`src/hdl/cpc_pkg.sv`:
```
// ----------------------------------------------------------------------------
// cpc_pkg: cascaded PI controller package
// Shared widths, register codes, sequencer states and a saturation helper.
// ----------------------------------------------------------------------------
package cpc_pkg;

  localparam int unsigned DataW    = 32;
  localparam int unsigned GainFrac = 24;
  localparam int unsigned RegIdxW  = 3;

  typedef logic signed [DataW-1:0] q_t;
  typedef logic signed [DataW+1:0] q_wide_t;

  localparam q_t DriveMaxRst = 32'sd131072;
  localparam q_t DriveMinRst = -32'sd131072;

  typedef enum logic [RegIdxW-1:0] {
    REG_ANGLE_KP      = 3'd0,
    REG_ANGLE_KI_STEP = 3'd1,
    REG_SPEED_KP      = 3'd2,
    REG_SPEED_KI_STEP = 3'd3,
    REG_COMP_GAIN     = 3'd4,
    REG_DRIVE_MAX     = 3'd5,
    REG_DRIVE_MIN     = 3'd6
  } cfg_reg_e;

  typedef enum logic [3:0] {
    ST_IDLE,
    ST_EANG,   // angle error
    ST_MKP,    // issue e_ang * angle_kp
    ST_MKI,    // issue e_ang * angle_ki_step
    ST_DIFF,   // limited - raw of last tick, capture outer P term
    ST_AINT,   // outer integral update
    ST_SPSET,  // speed setpoint
    ST_ESPD,   // speed error
    ST_MSKP,   // issue e_spd * speed_kp
    ST_MSKI,   // issue e_spd * speed_ki_step
    ST_MCG,    // issue diff * comp_gain, capture inner P term
    ST_SINT,   // inner integral update
    ST_WIND,   // anti-windup accumulator update
    ST_RAW,    // three-term raw drive
    ST_CLAMP   // clamp and publish
  } cpc_state_e;

  // saturate a 34-bit exact sum to signed 32 bits
  function automatic q_t sat_sum(input q_wide_t v);
    q_t r;
    if ((v[DataW+1:DataW-1] == 3'b000) || (v[DataW+1:DataW-1] == 3'b111)) begin
      r = v[DataW-1:0];
    end else if (v[DataW+1]) begin
      r = {1'b1, {(DataW-1){1'b0}}};
    end else begin
      r = {1'b0, {(DataW-1){1'b1}}};
    end
    return r;
  endfunction

endpackage

```
`src/hdl/cpc_if.sv`:
```
// ----------------------------------------------------------------------------
// cpc_if: channel interfaces
// Valid/ready channels for setpoint/feedback items, result items and
// register writes.
// ----------------------------------------------------------------------------
interface cpc_in_if;
  logic        valid;
  logic        ready;
  logic [31:0] angle_target;
  logic [31:0] angle_measured;
  logic [31:0] speed_measured;

  modport source (output valid, angle_target, angle_measured, speed_measured,
                  input ready);
  modport sink   (input valid, angle_target, angle_measured, speed_measured,
                  output ready);
endinterface

interface cpc_out_if;
  logic        valid;
  logic        ready;
  logic [31:0] drive_out;
  logic [31:0] speed_target;
  logic        drive_clamped;

  modport source (output valid, drive_out, speed_target, drive_clamped,
                  input ready);
  modport sink   (input valid, drive_out, speed_target, drive_clamped,
                   output ready);
endinterface

interface cpc_cfg_if;
  logic        valid;
  logic        ready;
  logic [2:0]  index;
  logic [31:0] data;

  modport source (output valid, index, data, input ready);
  modport sink   (input valid, index, data, output ready);
endinterface

```
`src/hdl/cpc_mul.sv`:
```
// ----------------------------------------------------------------------------
// cpc_mul: shared gain multiplier
// Q16.16 x Q8.24 product, floor shift by 24, saturate; product and result are registered.
// ----------------------------------------------------------------------------
module cpc_mul import cpc_pkg::*; (
  input  logic clk_i,
  input  q_t   x_i,
  input  q_t   g_i,
  output q_t   r_o
);

  logic signed [2*DataW-1:0] prod_q;
  q_t                        res_q;
  logic [DataW-GainFrac:0]   top_bits;  // bits that must all match the sign
  q_t                        res_d;

  always_comb begin
    top_bits = prod_q[2*DataW-1:DataW+GainFrac-1];
    if ((top_bits == '0) || (top_bits == '1)) begin
      res_d = prod_q[DataW+GainFrac-1:GainFrac];
    end else if (prod_q[2*DataW-1]) begin
      res_d = {1'b1, {(DataW-1){1'b0}}};
    end else begin
      res_d = {1'b0, {(DataW-1){1'b1}}};
    end
  end

  always_ff @(posedge clk_i) begin
    prod_q <= x_i * g_i;
    res_q  <= res_d;
  end

  assign r_o = res_q;

endmodule

```
`src/hdl/cascaded_pi_position_speed_control_core.sv`:
```
// ----------------------------------------------------------------------------
// cascaded_pi_position_speed_control_core: cascaded PI position/speed loop
// Outer angle PI feeding an inner speed PI with back-calculation anti-windup
// and drive clamp, built around one shared multiplier and one shared adder.
// ----------------------------------------------------------------------------
// One item is one control tick: angle setpoint, measured angle and measured
// speed (Q16.16). The block answers each item with one result item holding the
// clamped drive, the outer-loop speed setpoint and a clamp flag. An item is
// taken only while the sequencer is idle; it then runs 14 steps, one per clock,
// through a single saturating three-input adder and a single two-stage
// 32x32 multiplier (five gain products per tick), so a new item is only
// accepted after the sequencer has returned to idle. The result sits in
// an output register; if it has not been taken by the time the next tick
// finishes, the sequencer holds in its last step. Gains are Q8.24; products
// are floored back to Q16.16 and every sum saturates to 32 bits. The user must
// write registers through the configuration channel (always ready) only while
// no item is in flight; the block does not enforce this. An index past the last register is dropped.
// ----------------------------------------------------------------------------
module cascaded_pi_position_speed_control_core import cpc_pkg::*; (
  input  logic clk_i,
  input  logic rst_ni,
  cpc_cfg_if.sink   cfg_i,
  cpc_in_if.sink    in_i,
  cpc_out_if.source out_o
);

  cpc_state_e state_q, state_d;

  // configuration
  q_t angle_kp_q, angle_ki_q, speed_kp_q, speed_ki_q, comp_gain_q;
  q_t drive_max_q, drive_min_q;

  // loop state
  q_t aint_q, sint_q, wind_q, last_raw_q, last_lim_q;

  // per-tick working registers (payload, no reset)
  q_t tgt_q, ang_q, spd_q, err_q, diff_q, pang_q, pspd_q, spdset_q, raw_q;

  // result register
  logic out_valid_q;
  q_t   drive_q, spdo_q;
  logic clamp_q;

  // shared units
  q_t      add_a, add_b, add_c, add_r;
  logic    add_neg;
  q_wide_t ext_b;
  q_t      mul_x, mul_g, mul_r;
  logic    advance;

  cpc_mul u_mul (
    .clk_i (clk_i),
    .x_i   (mul_x),
    .g_i   (mul_g),
    .r_o   (mul_r)
  );

  assign cfg_i.ready = 1'b1;
  assign in_i.ready  = (state_q == ST_IDLE);

  assign out_o.valid         = out_valid_q;
  assign out_o.drive_out     = drive_q;
  assign out_o.speed_target  = spdo_q;
  assign out_o.drive_clamped = clamp_q;

  // publish only once the previous result is gone or leaves this cycle
  assign advance = !out_valid_q || out_o.ready;

  // saturating adder: a +/- b + c, exact in 34 bits
  always_comb begin
    ext_b = {{2{add_b[DataW-1]}}, add_b};
    if (add_neg) begin
      ext_b = -ext_b;
    end
    add_r = sat_sum({{2{add_a[DataW-1]}}, add_a} + ext_b
                    + {{2{add_c[DataW-1]}}, add_c});
  end

  // sequencer: next state and operand selection
  always_comb begin
    state_d = state_q;
    add_a   = '0;
    add_b   = '0;
    add_c   = '0;
    add_neg = 1'b0;
    mul_x   = err_q;
    mul_g   = '0;
    unique case (state_q)
      ST_IDLE: begin
        if (in_i.valid) begin
          state_d = ST_EANG;
        end
      end
      ST_EANG: begin
        add_a   = tgt_q;
        add_b   = ang_q;
        add_neg = 1'b1;
        state_d = ST_MKP;
      end
      ST_MKP: begin
        mul_g   = angle_kp_q;
        state_d = ST_MKI;
      end
      ST_MKI: begin
        mul_g   = angle_ki_q;
        state_d = ST_DIFF;
      end
      ST_DIFF: begin
        add_a   = last_lim_q;
        add_b   = last_raw_q;
        add_neg = 1'b1;
        state_d = ST_AINT;
      end
      ST_AINT: begin
        add_a   = aint_q;
        add_b   = mul_r;
        state_d = ST_SPSET;
      end
      ST_SPSET: begin
        add_a   = pang_q;
        add_b   = aint_q;
        state_d = ST_ESPD;
      end
      ST_ESPD: begin
        add_a   = spdset_q;
        add_b   = spd_q;
        add_neg = 1'b1;
        state_d = ST_MSKP;
      end
      ST_MSKP: begin
        mul_g   = speed_kp_q;
        state_d = ST_MSKI;
      end
      ST_MSKI: begin
        mul_g   = speed_ki_q;
        state_d = ST_MCG;
      end
      ST_MCG: begin
        mul_x   = diff_q;
        mul_g   = comp_gain_q;
        state_d = ST_SINT;
      end
      ST_SINT: begin
        add_a   = sint_q;
        add_b   = mul_r;
        state_d = ST_WIND;
      end
      ST_WIND: begin
        add_a   = wind_q;
        add_b   = mul_r;
        state_d = ST_RAW;
      end
      ST_RAW: begin
        add_a   = pspd_q;
        add_b   = sint_q;
        add_c   = wind_q;
        state_d = ST_CLAMP;
      end
      ST_CLAMP: begin
        if (advance) begin
          state_d = ST_IDLE;
        end
      end
      default: begin
        state_d = ST_IDLE;
      end
    endcase
  end

  always_ff @(posedge clk_i or negedge rst_ni) begin
    if (!rst_ni) begin
      state_q <= ST_IDLE;
    end else begin
      state_q <= state_d;
    end
  end

  // configuration, loop state and result handshake
  always_ff @(posedge clk_i or negedge rst_ni) begin
    if (!rst_ni) begin
      angle_kp_q  <= '0;
      angle_ki_q  <= '0;
      speed_kp_q  <= '0;
      speed_ki_q  <= '0;
      comp_gain_q <= '0;
      drive_max_q <= DriveMaxRst;
      drive_min_q <= DriveMinRst;
      aint_q      <= '0;
      sint_q      <= '0;
      wind_q      <= '0;
      last_raw_q  <= '0;
      last_lim_q  <= '0;
      out_valid_q <= 1'b0;
    end else begin
      if (cfg_i.valid) begin
        unique case (cfg_i.index)
          REG_ANGLE_KP:      angle_kp_q  <= cfg_i.data;
          REG_ANGLE_KI_STEP: angle_ki_q  <= cfg_i.data;
          REG_SPEED_KP:      speed_kp_q  <= cfg_i.data;
          REG_SPEED_KI_STEP: speed_ki_q  <= cfg_i.data;
          REG_COMP_GAIN:     comp_gain_q <= cfg_i.data;
          REG_DRIVE_MAX:     drive_max_q <= cfg_i.data;
          REG_DRIVE_MIN:     drive_min_q <= cfg_i.data;
          default: ;
        endcase
      end

      if (out_valid_q && out_o.ready) begin
        out_valid_q <= 1'b0;
      end

      case (state_q)
        ST_AINT: aint_q <= add_r;
        ST_SINT: sint_q <= add_r;
        ST_WIND: wind_q <= add_r;
        ST_CLAMP: begin
          if (advance) begin
            out_valid_q <= 1'b1;
            last_raw_q  <= raw_q;
            // upper test first, so with inverted limits a value above drive_max gives drive_max
            if (raw_q > drive_max_q) begin
              last_lim_q <= drive_max_q;
            end else if (raw_q < drive_min_q) begin
              last_lim_q <= drive_min_q;
            end else begin
              last_lim_q <= raw_q;
            end
          end
        end
        default: ;
      endcase
    end
  end

  // working registers and result payload
  always_ff @(posedge clk_i) begin
    case (state_q)
      ST_IDLE: begin
        tgt_q <= in_i.angle_target;
        ang_q <= in_i.angle_measured;
        spd_q <= in_i.speed_measured;
      end
      ST_EANG:  err_q    <= add_r;
      ST_DIFF: begin
        diff_q <= add_r;
        pang_q <= mul_r;
      end
      ST_SPSET: spdset_q <= add_r;
      ST_ESPD:  err_q    <= add_r;
      ST_MCG:   pspd_q   <= mul_r;
      ST_RAW:   raw_q    <= add_r;
      ST_CLAMP: begin
        if (advance) begin
          spdo_q <= spdset_q;
          if (raw_q > drive_max_q) begin
            drive_q <= drive_max_q;
            clamp_q <= 1'b1;
          end else if (raw_q < drive_min_q) begin
            drive_q <= drive_min_q;
            clamp_q <= 1'b1;
          end else begin
            drive_q <= raw_q;
            clamp_q <= 1'b0;
          end
        end
      end
      default: ;
    endcase
  end

endmodule
```
`src/flat_wrapper.sv`:
```
// flat-port wrapper written by rule: the top's interface ports become plain ports
module cascaded_pi_position_speed_control_core_flat import cpc_pkg::*;
  (clk_i, rst_ni, cfg_i_valid, cfg_i_index, cfg_i_data, cfg_i_ready, in_i_valid, in_i_angle_target, in_i_angle_measured, in_i_speed_measured, in_i_ready, out_o_valid, out_o_drive_out, out_o_speed_target, out_o_drive_clamped, out_o_ready);
  cpc_cfg_if cfg_i_i ();
  cpc_in_if in_i_i ();
  cpc_out_if out_o_i ();
  input  logic clk_i;
  input  logic rst_ni;
  input wire logic [$bits(cfg_i_i.valid)-1:0] cfg_i_valid;
  input wire logic [$bits(cfg_i_i.index)-1:0] cfg_i_index;
  input wire logic [$bits(cfg_i_i.data)-1:0] cfg_i_data;
  output wire logic [$bits(cfg_i_i.ready)-1:0] cfg_i_ready;
  input wire logic [$bits(in_i_i.valid)-1:0] in_i_valid;
  input wire logic [$bits(in_i_i.angle_target)-1:0] in_i_angle_target;
  input wire logic [$bits(in_i_i.angle_measured)-1:0] in_i_angle_measured;
  input wire logic [$bits(in_i_i.speed_measured)-1:0] in_i_speed_measured;
  output wire logic [$bits(in_i_i.ready)-1:0] in_i_ready;
  output wire logic [$bits(out_o_i.valid)-1:0] out_o_valid;
  output wire logic [$bits(out_o_i.drive_out)-1:0] out_o_drive_out;
  output wire logic [$bits(out_o_i.speed_target)-1:0] out_o_speed_target;
  output wire logic [$bits(out_o_i.drive_clamped)-1:0] out_o_drive_clamped;
  input wire logic [$bits(out_o_i.ready)-1:0] out_o_ready;
  assign cfg_i_i.valid = cfg_i_valid;
  assign cfg_i_i.index = cfg_i_index;
  assign cfg_i_i.data = cfg_i_data;
  assign cfg_i_ready = cfg_i_i.ready;
  assign in_i_i.valid = in_i_valid;
  assign in_i_i.angle_target = in_i_angle_target;
  assign in_i_i.angle_measured = in_i_angle_measured;
  assign in_i_i.speed_measured = in_i_speed_measured;
  assign in_i_ready = in_i_i.ready;
  assign out_o_valid = out_o_i.valid;
  assign out_o_drive_out = out_o_i.drive_out;
  assign out_o_speed_target = out_o_i.speed_target;
  assign out_o_drive_clamped = out_o_i.drive_clamped;
  assign out_o_i.ready = out_o_ready;
  cascaded_pi_position_speed_control_core u_core (.clk_i(clk_i), .rst_ni(rst_ni), .cfg_i(cfg_i_i), .in_i(in_i_i), .out_o(out_o_i));
endmodule
```
`config.mk`:
```
export PLATFORM = sky130hd
export DESIGN_NAME = cascaded_pi_position_speed_control_core_flat
export DESIGN_NICKNAME = d
export VERILOG_FILES = /design/src/hdl/cpc_pkg.sv /design/src/hdl/cpc_if.sv /design/src/hdl/cpc_mul.sv /design/src/hdl/cascaded_pi_position_speed_control_core.sv /design/src/flat_wrapper.sv
export SDC_FILE = /design/constraint.sdc
export NUM_CORES = 2
export LEC_CHECK = 0
export BUFFER_PORTS_ARGS = -buffer_cell sky130_fd_sc_hd__buf_4
export CELL_PAD_IN_SITES_DETAIL_PLACEMENT = 2
export CELL_PAD_IN_SITES_GLOBAL_PLACEMENT = 2
export CORE_ASPECT_RATIO = 1.5
export CORE_MARGIN = 2
export CORE_UTILIZATION = 45
export DETAILED_ROUTE_END_ITERATION = 8
export PLACE_DENSITY_LB_ADDON = 0.1
export SLEW_MARGIN = 15
export SYNTH_ARGS = -nofsm -noshare
export SYNTH_HDL_FRONTEND = slang
export SYNTH_HIERARCHICAL = 1
export SYNTH_SLANG_ARGS = --single-unit
```
`constraint.sdc`:
```
create_clock -name clk_i -period 21.1 [get_ports clk_i]
set_input_delay 3.165 -clock clk_i [delete_from_list [all_inputs] [get_ports clk_i]]
set_output_delay 3.165 -clock clk_i [all_outputs]
set_load 0.005 [all_outputs]
```
==> metrics.md <==
| Metric | Value |
|---|---|
| Status | completed |
| GR peak layer | met2 |
| Final GP Congestion | 0.971 |
| WL final | 285 mm |
| Clock skew | 27.9 ps |
| Register area share after synthesis | 0.297 |
| Largest fanout on the critical path | 37 |
| Dpl ws | 9660 ps |
| Layout filler cell count | 16401 |
| Via count | 53766 |
| Ys Warns | 6 |
| Met3 Use GR | 0.0385 |
| Final HPWL DP | 210 mm |
| Num CTS Buffers | 73 |
| FMAX | 87.6 MHz |
| Flops & latches, synth | 814 |
| 1st-iter DRT viols | 3499 |
| Clk Latency, worst-skew pair | 700 ps |
| I/O pin count | 204 |
| Vias per cell | 6.00 |
| Reg2reg start | u_core/state_q[3] |
| Core Area | 162000 µm² |
| Post-synth top area share | 0.305 |
| WP depth | 29 |
| Slowest stage delay, CP | 890 ps |
| GRT overflow | 0 |
| Max reg flops | 40 |
| CP startpoint kind | flip-flop |
| Remaining DRCs | 0 |
| Mapped cell area | 73300 µm² |
| Async set-reset flop share out of synthesis | 0.478 |
| Die Y | 498 µm |
| Vias in the first global route | 63755 |
| Clock period minus worst slack | 11410 ps |
| Post-route setup slack | 9690 ps |
| Final Hold Viols | 0 |
| Maximum clock path buffer count | 3 |
| Die ar. | 166000 µm² |
| Share of layout cells above drive strength 1 | 0.122 |
| Cell repeated most along the worst path | fa_1 |
| Initial Utilization | 0.453 |
| Relative slew slack | 0.193 |
| Post-synth top area cell | fa_1 |
| Top_reg_cell synth | dfrtp_1 |
| Die span in x | 333 µm |
| Crit path to | u_core/u_mul/prod_q[60] |
| H-tree depth | 3 |
| I/O Buffers | 202 |
| Slew @ Worst Pin | 1210 ps |
| M1 GR Usage | 0.395 |
| Critical path arrival | 11960 ps |
| Most common cell after layout, fill and taps aside | inv_1 |
| Setup tns final | 0 ps |
| Largest net degree at the start of global routing | 96 |
| Crit Reg-Reg Endpoint | u_core/u_mul/prod_q[60] |
| Synthesis-to-finish area growth | 8.70% |
| Clock sinks | 814 |
| Synth top area cells | fa_1, edfxtp_1, dfrtp_1 |
| Crit-path slowest cell | nor2_4 |
| Flop2flop setup slack | 9690 ps |
| Setup crit start | u_core/state_q[3] |
| CTS hold repair buffers | 0 |
| CP delay by family, top | adder cells |
| Row count | 181 |
| Clk slew on worst S/H paths | 70 ps |
| Setup Viol. Count Final | 0 |
| DRT Pass-1 Iters | 6 |
| Max Cap Viol | 0 |
| Worst setup path category | reg2reg |
| HP Class | reg2reg |
| Antenna violations before repair | 11 |
| Synth Instances | 6796 |
| Crit path buffers/inverters | 8 |
| Post-cts resize count | 0 |
| First-pass GRT wire length | 425 mm |
| CTS root buffer | clkbuf_16 |
| Syn Nets | 8324 |
| RSZ-0062 raised after global routing | no |
| Commonest non-fill, non-tap cells in the layout | inv_1, fa_1, nand2_1 |
| Worst endpoint required time | 21650 ps |
| Met2 Resource Use GR | 0.640 |
| Crit share post-route | 0.541 |
| Crit. End Element | flip-flop |
| WHS Path Cells | 0 |
| GRT Util Overall | 0.349 |
| Post-CTS setup buffers | 0 |
| R2R depth | 29 |
| Routed len/inst | 31.8 µm |
| Reg with most FFs | u_core/u_mul/prod_q |
| Fin. max-slew vios | 0 |
| Post-DRT Antenna Nets | 0 |
| Distinct cell type count after synthesis | 95 |
| Avg Synthesized Cell Area | 10.8 µm² |
| Number of synthesized flops with an enable pin | 353 |
| CTS tree | yes |
| Fin nets | 8324 |
[how the worst min path moves through the flow]
stage	slack, ps	endpoint	start
3_5_place_dp	400	u_core/u_mul/r_o[31]	u_core/u_mul/prod_q[63]
3_3_place_gp	400	u_core/u_mul/r_o[31]	u_core/u_mul/prod_q[63]
2_1_floorplan	420	u_core/pang_q[9]	u_core/u_mul/r_o[9]
6_report	410	u_core/u_mul/r_o[31]	u_core/u_mul/prod_q[63]
5_1_grt	430	u_core/u_mul/r_o[31]	u_core/u_mul/prod_q[63]
4_1_cts	420	u_core/u_mul/r_o[31]	u_core/u_mul/prod_q[63]
[metrics by stage]
| step | cells | utilization | hold slack, ps | area [µm²] |
|---|---|---|---|---|
| 2_1_floorplan | 6796 | - | 421 | 73300 |
| 3_3_place_gp | 8824 | 0.476 | 404 | 77100 |
| 3_5_place_dp | 8824 | 0.476 | 402 | 77100 |
| 4_1_cts | 8958 | 0.492 | 415 | 79600 |
| 5_1_grt | 8962 | 0.492 | 429 | 79600 |
| 6_report | 8966 | 0.492 | 405 | 79700 |
[routing by layer]
layer  vias up  share of wire
met5         -       0.000039
met1     29254           0.36
met2      1859           0.53
li1      21912              -
met3       739          0.047
met4         2          0.061
[synth_stat cells (23+ instances only)]
cell / instances
a211oi_1: 80
a21o_1: 55
a21oi_1: 113
a222oi_1: 23
a22oi_1: 179
a41oi_1: 33
and2_1: 526
and3_1: 27
buf_1: 23
buf_2: 27
clkbuf_1: 354
dfrtp_1: 373
dfxtp_1: 72
edfxtp_1: 353
fa_1: 1115
ha_1: 277
inv_1: 1133
mux2_2: 289
mux2i_1: 75
nand2_1: 664
nand3_1: 40
nand4_1: 28
nor2_1: 171
nor2b_1: 49
nor3_1: 51
o21ai_0: 168
o31ai_1: 44
xnor2_1: 64
xor2_1: 46
[area by class of cell]
type / count / area, µm² / area share
repair buffers: 331 / 2530 / 0.0318
clock inverters: 30 / 345 / 0.00434
diodes: 7 / 17.5 / 0.000220
flip-flops and latches: 814 / 21800 / 0.274
clock buffers: 104 / 2190 / 0.0275
inverters: 1134 / 4260 / 0.0534
multi-input cells: 4442 / 45900 / 0.576
well taps: 2104 / 2630 / 0.0330
[logic make-up (layout without fill, tap and decap cells)]
logic type                 count (synthesis)  after routing  synth area share
xor gates and xnor gates                 111            111            0.0135
muxes                                    364            364            0.0547
DFF                                      814            814             0.297
AOI/OAI and AO/OA                        878            878            0.0843
adders and majority gates               1392           1392             0.352
buffers and inverters                   1540           1599            0.0794
and+or+nand+nor                         1696           1696             0.119
other                                      1              8         0.0000512
Power is left out: the tool's default activity adds up to more than one toggle a clock period on the data nets, which glitch-free logic cannot reach.
